`src/udp_pchk_pkg.sv`:
```
package udp_pchk_pkg;

  // Protocol number of UDP, added into the pseudo header.
  localparam logic [15:0] PROTO_UDP = 16'd17;

  // One classified item, as it waits between the front and the back.
  typedef struct packed {
    logic [15:0] word;   // value to add into the running sum, zero if left out
    logic [15:0] phdr;   // folded pseudo header sum, meaningful only with last
    logic        last;
  } item_t;

endpackage

```
`src/udp_pseudo_header_checksum.sv`:
```
// Channel  Direction  Handshake          Payload
// in_      input      in_valid/in_stall  data_word, odd_tail, last, source/destination address
// out_     output     out_valid/out_stall checksum, one item per segment
//
// One word is taken every cycle while the two-entry queue has room; in_stall
// is high only when that queue is full. Once its last word has left the queue
// and the output register is free, a checksum is registered there and sits in
// that register until taken. Reset is synchronous and clears segment state,
// queue and output.
module udp_pseudo_header_checksum (
  input  logic        clk,
  input  logic        rst_n,
  input  logic        in_valid,
  output logic        in_stall,
  input  logic [15:0] in_data_word,
  input  logic        in_odd_tail,
  input  logic        in_last,
  input  logic [31:0] in_source_address,
  input  logic [31:0] in_destination_address,
  output logic        out_valid,
  input  logic        out_stall,
  output logic [15:0] out_checksum
);

  udp_pchk_pkg::item_t front_item;
  udp_pchk_pkg::item_t head;
  logic                q_full;
  logic                head_valid;
  logic                pop;
  logic                accept;

  assign in_stall = q_full;
  assign accept   = in_valid && !q_full;

  udp_pchk_front u_front (
    .clk                 (clk),
    .rst_n               (rst_n),
    .accept              (accept),
    .data_word           (in_data_word),
    .odd_tail            (in_odd_tail),
    .last                (in_last),
    .source_address      (in_source_address),
    .destination_address (in_destination_address),
    .item                (front_item)
  );

  udp_pchk_queue u_queue (
    .clk        (clk),
    .rst_n      (rst_n),
    .push       (accept),
    .push_item  (front_item),
    .full       (q_full),
    .pop        (pop),
    .head_valid (head_valid),
    .head       (head)
  );

  udp_pchk_back u_back (
    .clk          (clk),
    .rst_n        (rst_n),
    .head_valid   (head_valid),
    .head         (head),
    .pop          (pop),
    .out_valid    (out_valid),
    .out_stall    (out_stall),
    .out_checksum (out_checksum)
  );

endmodule

```
`src/udp_pchk_front.sv`:
```
module udp_pchk_front (
  input  logic                clk,
  input  logic                rst_n,
  input  logic                accept,
  input  logic [15:0]         data_word,
  input  logic                odd_tail,
  input  logic                last,
  input  logic [31:0]         source_address,
  input  logic [31:0]         destination_address,
  output udp_pchk_pkg::item_t item
);

  localparam logic [1:0] PosLength   = 2'd2;
  localparam logic [1:0] PosChecksum = 2'd3;

  logic [1:0]  pos_r, pos_nxt;
  logic        skipped_r, skipped_nxt;
  logic [15:0] len_r, len_nxt;

  logic [15:0] word_m;
  logic [15:0] len_use;
  logic        skip;
  logic [18:0] phdr_wide;
  logic [16:0] phdr_f1;
  logic [15:0] phdr_f2;

  always_comb begin
    word_m  = odd_tail ? {data_word[15:8], 8'h00} : data_word;
    len_use = (pos_r == PosLength) ? word_m : len_r;
    skip    = (pos_r == PosChecksum) && !skipped_r;

    phdr_wide = {3'b000, len_use}
              + {3'b000, source_address[31:16]} + {3'b000, source_address[15:0]}
              + {3'b000, destination_address[31:16]}
              + {3'b000, destination_address[15:0]}
              + {3'b000, udp_pchk_pkg::PROTO_UDP};
    // Two folds are enough: the first leaves at most one carry.
    phdr_f1 = {1'b0, phdr_wide[15:0]} + {14'd0, phdr_wide[18:16]};
    phdr_f2 = phdr_f1[15:0] + {15'd0, phdr_f1[16]};

    item.word = skip ? 16'h0000 : word_m;
    item.phdr = phdr_f2;
    item.last = last;

    pos_nxt     = pos_r;
    skipped_nxt = skipped_r;
    len_nxt     = len_r;
    if (accept) begin
      if (last) begin
        pos_nxt     = 2'd0;
        skipped_nxt = 1'b0;
        len_nxt     = 16'h0000;
      end else begin
        if (pos_r != PosChecksum) begin
          pos_nxt = pos_r + 2'd1;
        end
        if (skip) begin
          skipped_nxt = 1'b1;
        end
        len_nxt = len_use;
      end
    end
  end

  always_ff @(posedge clk) begin
    if (!rst_n) begin
      pos_r     <= 2'd0;
      skipped_r <= 1'b0;
      len_r     <= 16'h0000;
    end else begin
      pos_r     <= pos_nxt;
      skipped_r <= skipped_nxt;
      len_r     <= len_nxt;
    end
  end

endmodule

```
`src/udp_pchk_queue.sv`:
```
module udp_pchk_queue (
  input  logic                clk,
  input  logic                rst_n,
  input  logic                push,
  input  udp_pchk_pkg::item_t push_item,
  output logic                full,
  input  logic                pop,
  output logic                head_valid,
  output udp_pchk_pkg::item_t head
);

  localparam int Depth = 2;
  localparam int AW    = (Depth > 1) ? $clog2(Depth) : 1;
  localparam int CW    = $clog2(Depth + 1);
  localparam logic [AW-1:0] LastPtr = AW'(Depth - 1);
  localparam logic [CW-1:0] FullCnt = CW'(Depth);

  udp_pchk_pkg::item_t slot_r [Depth];
  logic [AW-1:0] wr_ptr_r, wr_ptr_nxt;
  logic [AW-1:0] rd_ptr_r, rd_ptr_nxt;
  logic [CW-1:0] count_r, count_nxt;

  always_comb begin
    full       = (count_r == FullCnt);
    head_valid = (count_r != '0);
    head       = slot_r[rd_ptr_r];

    wr_ptr_nxt = wr_ptr_r;
    rd_ptr_nxt = rd_ptr_r;
    count_nxt  = count_r;
    if (push) begin
      wr_ptr_nxt = (wr_ptr_r == LastPtr) ? '0 : wr_ptr_r + AW'(1);
    end
    if (pop) begin
      rd_ptr_nxt = (rd_ptr_r == LastPtr) ? '0 : rd_ptr_r + AW'(1);
    end
    if (push && !pop) begin
      count_nxt = count_r + CW'(1);
    end else if (pop && !push) begin
      count_nxt = count_r - CW'(1);
    end
  end

  always_ff @(posedge clk) begin
    if (push) begin
      slot_r[wr_ptr_r] <= push_item;
    end
  end

  always_ff @(posedge clk) begin
    if (!rst_n) begin
      wr_ptr_r <= '0;
      rd_ptr_r <= '0;
      count_r  <= '0;
    end else begin
      wr_ptr_r <= wr_ptr_nxt;
      rd_ptr_r <= rd_ptr_nxt;
      count_r  <= count_nxt;
    end
  end

endmodule

```
`src/udp_pchk_back.sv`:
```
module udp_pchk_back (
  input  logic                clk,
  input  logic                rst_n,
  input  logic                head_valid,
  input  udp_pchk_pkg::item_t head,
  output logic                pop,
  output logic                out_valid,
  input  logic                out_stall,
  output logic [15:0]         out_checksum
);

  logic [15:0] acc_r, acc_nxt;
  logic        out_valid_r, out_valid_nxt;
  logic [15:0] out_checksum_r, out_checksum_nxt;

  logic [16:0] sum1_w, fin_w;
  logic [15:0] sum1, fin;
  logic        can_emit;

  // Ones' complement add of two 16-bit values with the end-around carry.
  // A sum is zero only when both operands are zero.
  always_comb begin
    sum1_w = {1'b0, acc_r} + {1'b0, head.word};
    sum1   = sum1_w[15:0] + {15'd0, sum1_w[16]};
    fin_w  = {1'b0, sum1} + {1'b0, head.phdr};
    fin    = fin_w[15:0] + {15'd0, fin_w[16]};

    can_emit = !out_valid_r || !out_stall;
    pop      = head_valid && (!head.last || can_emit);

    acc_nxt          = acc_r;
    out_checksum_nxt = out_checksum_r;
    out_valid_nxt    = out_valid_r && out_stall;
    if (pop) begin
      if (head.last) begin
        acc_nxt          = 16'h0000;
        out_checksum_nxt = ~fin;
        out_valid_nxt    = 1'b1;
      end else begin
        acc_nxt = sum1;
      end
    end
  end

  always_ff @(posedge clk) begin
    if (!rst_n) begin
      acc_r       <= 16'h0000;
      out_valid_r <= 1'b0;
    end else begin
      acc_r       <= acc_nxt;
      out_valid_r <= out_valid_nxt;
    end
    out_checksum_r <= out_checksum_nxt;
  end

  assign out_valid    = out_valid_r;
  assign out_checksum = out_checksum_r;

endmodule

```
`config.mk`:
```
export PLATFORM = sky130hd
export DESIGN_NAME = udp_pseudo_header_checksum
export DESIGN_NICKNAME = d
export VERILOG_FILES = /design/src/udp_pchk_pkg.sv /design/src/udp_pseudo_header_checksum.sv /design/src/udp_pchk_front.sv /design/src/udp_pchk_queue.sv /design/src/udp_pchk_back.sv
export SDC_FILE = /design/constraint.sdc
export NUM_CORES = 1
export LEC_CHECK = 0
export BUFFER_PORTS_ARGS = -buffer_cell sky130_fd_sc_hd__buf_2
export CAP_MARGIN = 20
export CORE_MARGIN = 10
export CORE_UTILIZATION = 55
export CTS_BUF_LIST = sky130_fd_sc_hd__clkbuf_8
export DETAILED_ROUTE_END_ITERATION = 8
export PLACE_DENSITY = 0.86
export SYNTH_ARGS = -nofsm -noshare
export SYNTH_HDL_FRONTEND = slang
export SYNTH_SLANG_ARGS = --single-unit
```
`constraint.sdc`:
```
create_clock -name clk -period 9.5 [get_ports clk]
set_clock_uncertainty 0.2 [all_clocks]
set_input_delay 1.9 -clock clk [delete_from_list [all_inputs] [get_ports clk]]
set_output_delay 1.9 -clock clk [all_outputs]
set_load 0.02 [all_outputs]
```
# After elaboration in Yosys (flattened, before gate mapping)
# Memory sizes are Yosys's and may differ from the RTL's. A register that Yosys moved wholly into a read port is not among the register bits.
# Index checks and enable logic that the tools add are counted.
# Widths: inputs -> output; s select.
[op_classes]
n_addsub = 16
multipliers = 0
div = 0
magnitude_cmp = 0
n_eq_ne = 4
shifts = 0
muxes = 19
n_bitwise = 1
n_reduce_logical = 22
[ops]
columns = ["cell", "n"]
rows = [
  ["$mux 16", 4],
  ["$add 19x16->19", 3],
  ["$add 16x16->17", 3],
  ["$add 16x1->16", 3],
  ["$add 19x5->19 const B", 1],
  ["$add 16x3->17", 1],
  ["$not 16->16", 1],
  ["$mux 1", 10],
  ["$mux 2", 4],
  ["$mux 8", 1],
  ["$reduce_bool 2->1", 4],
  ["$logic_not 1->1", 7],
  ["$eq 2x2->1 const B", 3],
  ["$logic_and 1x1->1", 6],
  ["$reduce_and 2->1", 3],
  ["$add 2x1->2 const B", 2],
  ["$add 1x1->1 const B", 2],
  ["$logic_or 1x1->1", 2],
  ["$ne 2x2->1 const B", 1],
  ["$sub 2x1->2 const B", 1],
]
[word_totals]
reg_bits = 56
latchBits = 0
ram_bits = 66
mem_bits_ro = 0
input_bits = 86
word_cells = 72
n_memories = 1
[memory_table]
columns = ["name", "words", "word_bits", "read_ports", "rd_clocked_by_memory_dff", "wr", "line_no", "source"]
rows = [
  ["u_queue.slot_r", 2, 33, 1, 1, 1, "udp_pchk_queue.sv:18", "udp_pchk_pkg::item_t slot_r [Depth];"],
]

# Longest topological paths before layout
[logic_depth]
depth_word = 9
ltp_mapped = 46

# Cells and area by module
# A second synthesis with hierarchy kept.
[unflattened]
hier_cells = 1050
hier_area_um2 = 10423.7
[modules_own_cells]
columns = ["mod", "n_inst", "cells_per_inst", "area_each_um2", "seq_area_each_um2"]
rows = [
  ["udp_pchk_front", 1, 548, 4405.5, 380.4],
  ["udp_pchk_back", 1, 376, 3402.0, 820.8],
  ["udp_pchk_queue", 1, 125, 2602.5, 2082.0],
  ["udp_pseudo_header_checksum", 1, 1, 13.8, 0.0],
]

# Least setup slack after synthesis
# Ideal clock, no wire load.
[synth_timing]
path_kind = "input to register"
from = "input in_odd_tail"
to = "memory u_queue.slot_r[0][14] in the netlist's numbering (data pin)"
setup_time_ps = 273
arrival_ps = 9573
required_ps = 9027
setup_slack_ps = -546
stages = 43
n_path_buf = 1
path_cell_list = "nand3b_1 o21ai_0 ha_1 inv_1 fa_1 nor2b_1 o21ai_0 a21boi_0 o21ai_0 a21boi_0 o2111ai_1 nand2_1 nor2_1 xnor2_1 fa_1 fa_1 ha_1 ha_1 [7 not listed] nor2_1 xnor2_1 ha_1 inv_1 fa_1 nor2b_1 o21a_1 nand3_1 nor4_1 nand2_1 nor2_1 and3_1 ha_1 nand4_1 a21oi_1 o2111ai_1 a21boi_1 xnor2_1"
[synth_rtl]
columns = ["item", "line_no", "source"]
rows = [
  ["start, declared", "udp_pseudo_header_checksum.sv:16", "input logic in_odd_tail,"],
  ["end, declared", "udp_pchk_queue.sv:18", ""],
]

==> flow_metrics.py <==
metrics = {
    "logic_synthesis": {
        "synth_seq_cells": 123,
        "synth_flop_cell": "edfxtp_1",
        "synthCells": 997,
        "synth_edf_count": 82,
        "ys_top_cells_by_area": "edfxtp_1, ha_1, dfxtp_1",
        "async_flop_share_pct": 0,
        "netlist_area_sq_um": 9956,
        "synth_top_area_share_pct": 24.73,
        "synth_top_cell_by_area": "edfxtp_1",
        "synth_cell_types": 80,
        "synth.yosys.seq_area_share_pct": 32.98,
        "synth_nets": 1217,
        "yosysWarnings": 0,
        "syn_area_per_cell_sq_um": 9.986,
    },
    "worst_setup_path": {
        "worstSetupPathType": "in2reg",
        "r2r_end": "u_queue.slot_r[1][15]$_DFFE_PP_",
        "r2r-start": "u_front.pos_r[0]$_SDFFE_PN0P_",
        "crit_path_end": "u_queue.slot_r[1][15]$_DFFE_PP_",
        "regToRegSetupSlack_ps": 580,
        "critical_path.startpoint": "in_odd_tail",
        "critPathMaxStageDelay_ps": 600,
        "reg2regPathDepth": 44,
        "cp_max_fo": 3,
        "worstPathRequired_ps": 9490,
        "cp.arrival_ps": 9620,
        "cp-start-kind": "input port",
        "crit_slowest_cell": "fa_1",
        "critPathCaptureType": "flop",
    },
    "power": {
        "combPwrFrac_pct": 70.4,
        "max-vdd-ir-drop_uv": 255.6,
        "powerDensity_nw_per_um2": 391.5,
        "power.leakage_nw": 5.178,
        "p_sw_share_pct": 46.13,
        "clkPwrFrac_pct": 10.0,
        "intPower_mw": 2.526,
        "p_sw_mw": 2.163,
        "power.total_mw": 4.689,
        "power_frac_seq_pct": 19.6,
    },
    "floorplanning": {
        "num_rows": 49,
        "core_region_area_sq_um": 17900,
        "die_w_um": 154.5,
        "start_util_pct": 55.61,
        "fp.dieH_um": 154.5,
        "dieArea_sq_um": 23880,
        "io_pins": 104,
    },
    "clocking": {
        "cts_tree": "done",
        "htreeDepth": 4,
        "cts_buffers": 17,
        "ctsRootBufferMaster": "clkbuf_8",
        "cts_buffer_depth": 2,
        "clkSlewWorstSetupHoldPaths_ps": 80,
        "clkLatencyLatePin_ps": 460,
        "clock-sinks": 123,
        "cts_hold_buf": 0,
    },
    "layout": {
        "fin_area_sq_um": 11980,
        "final_nets": 1395,
        "multi_input_area_sq_um": 6596,
        "layout-drive-gt1-share_pct": 27.53,
        "num_antenna_cells": 0,
        "ff_latch_area_sq_um": 3283,
        "fillers": 1343,
        "area_growth_pct": 20.31,
        "final_cell_count_no_fill": 1417,
    },
    "grt": {
        "grt-ovfl-total": 0,
        "grt_pass1_wl_um": 39590,
        "grt_pass1_vias": 8227,
        "grt_max_degree": 39,
        "gr-usage-all-layers_pct": 20.02,
        "antenna_found_initial": 0,
    },
    "run_status": {
        "violations": "setup timing",
        "status": "finished with violations",
    },
    "timing": {
        "rsz0062_at_grt": "true",
        "worst_pin_slew_ps": 843.5,
        "slew_violations": 0,
        "fin_ws_ps": -126.6,
        "min_period_ps": 9627,
        "fin_crit_sh_pct": 101.3,
        "fmax_mhz": 103.9,
        "final-setup-viol-count": 8,
        "timing.slew.headroom_pct": 42.31,
        "finalHoldViolCount": 0,
    },
    "flow_run": {
        "drv_cap": 0,
    },
    "detailed_routing": {
        "wl_met3_um": 1565,
        "finalWirelength_um": 25080,
        "wl_per_cell_um": 17.70,
        "vias_per_cell": 5.837,
        "post-route-drc-count": 0,
        "wl_met1_um": 10430,
        "num_vias": 8271,
        "top_layer": "met4",
        "ant_nets": 0,
        "dr.pass1.iters": 7,
        "wl_met2_um": 12430,
        "drt_iter0_drc": 627,
    },
    "place": {
        "placed_cells_incl_taps": 1374,
        "place.gp.congestion": 0.9593,
        "port_buffers": 103,
        "place_area_sq_um": 11230,
        "post-dp-hpwl_um": 19220,
        "pre_cts_slack_ps": -584.0,
    },
    "min_path": {
        "hold_path_class": "reg2reg",
    },
}
[layout by cell type (no fill, tap or decap), drive strengths merged, types with 4 or more instances in the layout]
cell	instances
a211oi	13
o211ai	10
nand3	30
mux2	40
a21o	20
nor3	11
clkbuf	18
and2	17
ha	98
a211o	6
nand2b	9
xor2	35
a311oi	5
o21a	17
nand2	50
nor4b	4
inv	84
a21oi	51
a22oi	16
edfxtp	82
or3	11
a31oi	5
nor2	77
fa	36
and3	12
a21boi	7
o21ai	36
clkinv	4
nor2b	8
nand3b	10
nor4	5
buf	183
dfxtp	41
nor3b	12
xnor2	55
or2	7
o2111ai	4
nand4	6
[per-stage QoR]
step	hold slack (ps)	util (%)	TNS [ps]
2_1_floorplan	229.5	-	-174.4
3_3_place_gp	235.4	62.73	-3195
3_5_place_dp	242.3	62.73	-8937
4_1_cts	251.9	65.03	0
5_1_grt	278.8	66.91	-7465
6_report	249.1	66.91	-653.1
[power groups by stage]
stage | sequential (mW) | combinational [mW] | clock, mW
after CTS | 0.920 | 3.13 | 0.469
after global placement | 0.920 | 3.00 | 0
after global routing | 0.931 | 3.64 | 0.495
final | 0.919 | 3.30 | 0.467
after detailed placement | 0.930 | 3.09 | 0
after floorplan | 0.967 | 2.28 | 0
[logic make-up (layout without fill, tap and decap cells)]
family	count (synthesis)	after routing	synth area share, %
AOI/OAI and AO/OA	221	221	15.18
xor gates and xnor gates	91	91	8.332
adders and majority gates	135	135	19.66
buffers and inverters	100	291	4.022
DFF	123	123	32.98
muxes	43	43	4.826
and+or+nand+nor	284	284	15.01
[cell usage after synthesis, types with 19 or more instances]
cell      number
fa_1          36
inv_1         75
a21oi_1       51
mux2_2        40
nand2_1       50
nand3_1       30
o21ai_0       35
xor2_1        35
a21o_1        19
clkbuf_1      21
ha_1          98
edfxtp_1      82
xnor2_1       54
nor2_1        77
dfxtp_1       41
[worst min-delay path by stage]
| stage | from | end | slack, ps | cells after the start |
|---|---|---|---|---|
| 6_report | u_front.len_r[10]$_SDFFE_PN0P_ | u_front.len_r[10]$_SDFFE_PN0P_ | 250 | 2 |
| 5_1_grt | u_front.len_r[10]$_SDFFE_PN0P_ | u_front.len_r[10]$_SDFFE_PN0P_ | 280 | 2 |
| 4_1_cts | u_front.len_r[10]$_SDFFE_PN0P_ | u_front.len_r[10]$_SDFFE_PN0P_ | 250 | 2 |
| 3_5_place_dp | u_front.len_r[10]$_SDFFE_PN0P_ | u_front.len_r[10]$_SDFFE_PN0P_ | 240 | 2 |
| 3_3_place_gp | u_front.len_r[14]$_SDFFE_PN0P_ | u_front.len_r[14]$_SDFFE_PN0P_ | 240 | 2 |
| 2_1_floorplan | u_front.len_r[10]$_SDFFE_PN0P_ | u_front.len_r[10]$_SDFFE_PN0P_ | 230 | 2 |
[cell type report]
cell class                      count  area share, %
Clock inverter                     14          1.180
Multi-Input combinational cell    774          55.07
Tap cell                          229          2.392
Sequential cell                   123          27.41
Clock buffer                       18          2.068
Timing Repair Buffer              183          9.495
Inverter                           76          2.382
[sequential cells by signal (all words and copies together) (netlist names), named ones only]
register and count:
u_queue.slot_r 66, u_back.acc_r 16, u_back.out_checksum 16, u_front.len_r 16, u_front.pos_r 2, u_queue.count_r 2
u_back.out_valid 1, u_front.skipped_r 1, u_queue.rd_ptr_r 1, u_queue.wr_ptr_r 1
[worst max-delay path, delay by kind of cell]
kind / cells / cell delay (ps)
AOI/OAI and AO/OA: 13 / 2160
buffers and inverters: 3 / 180
adders and majority gates: 10 / 2980
xor gates and xnor gates: 3 / 470
and+or+nand+nor: 14 / 1930
[routing by layer]
layer  vias to the layer above  GRT usage, %
met3                        49         4.409
met1                      3934         24.12
li1                       3994             -
met4                         0         7.287
met2                       294         34.25
met5                         -             0
[repair_timing]
action	4_1_cts	5_1_grt
cloned	0	0
gates resized for setup	5	42
pin swaps	3	43
buffers inserted	0	11
endpoints found under the setup margin	8	28
Note: power is estimated with default switching activity, not from simulation.
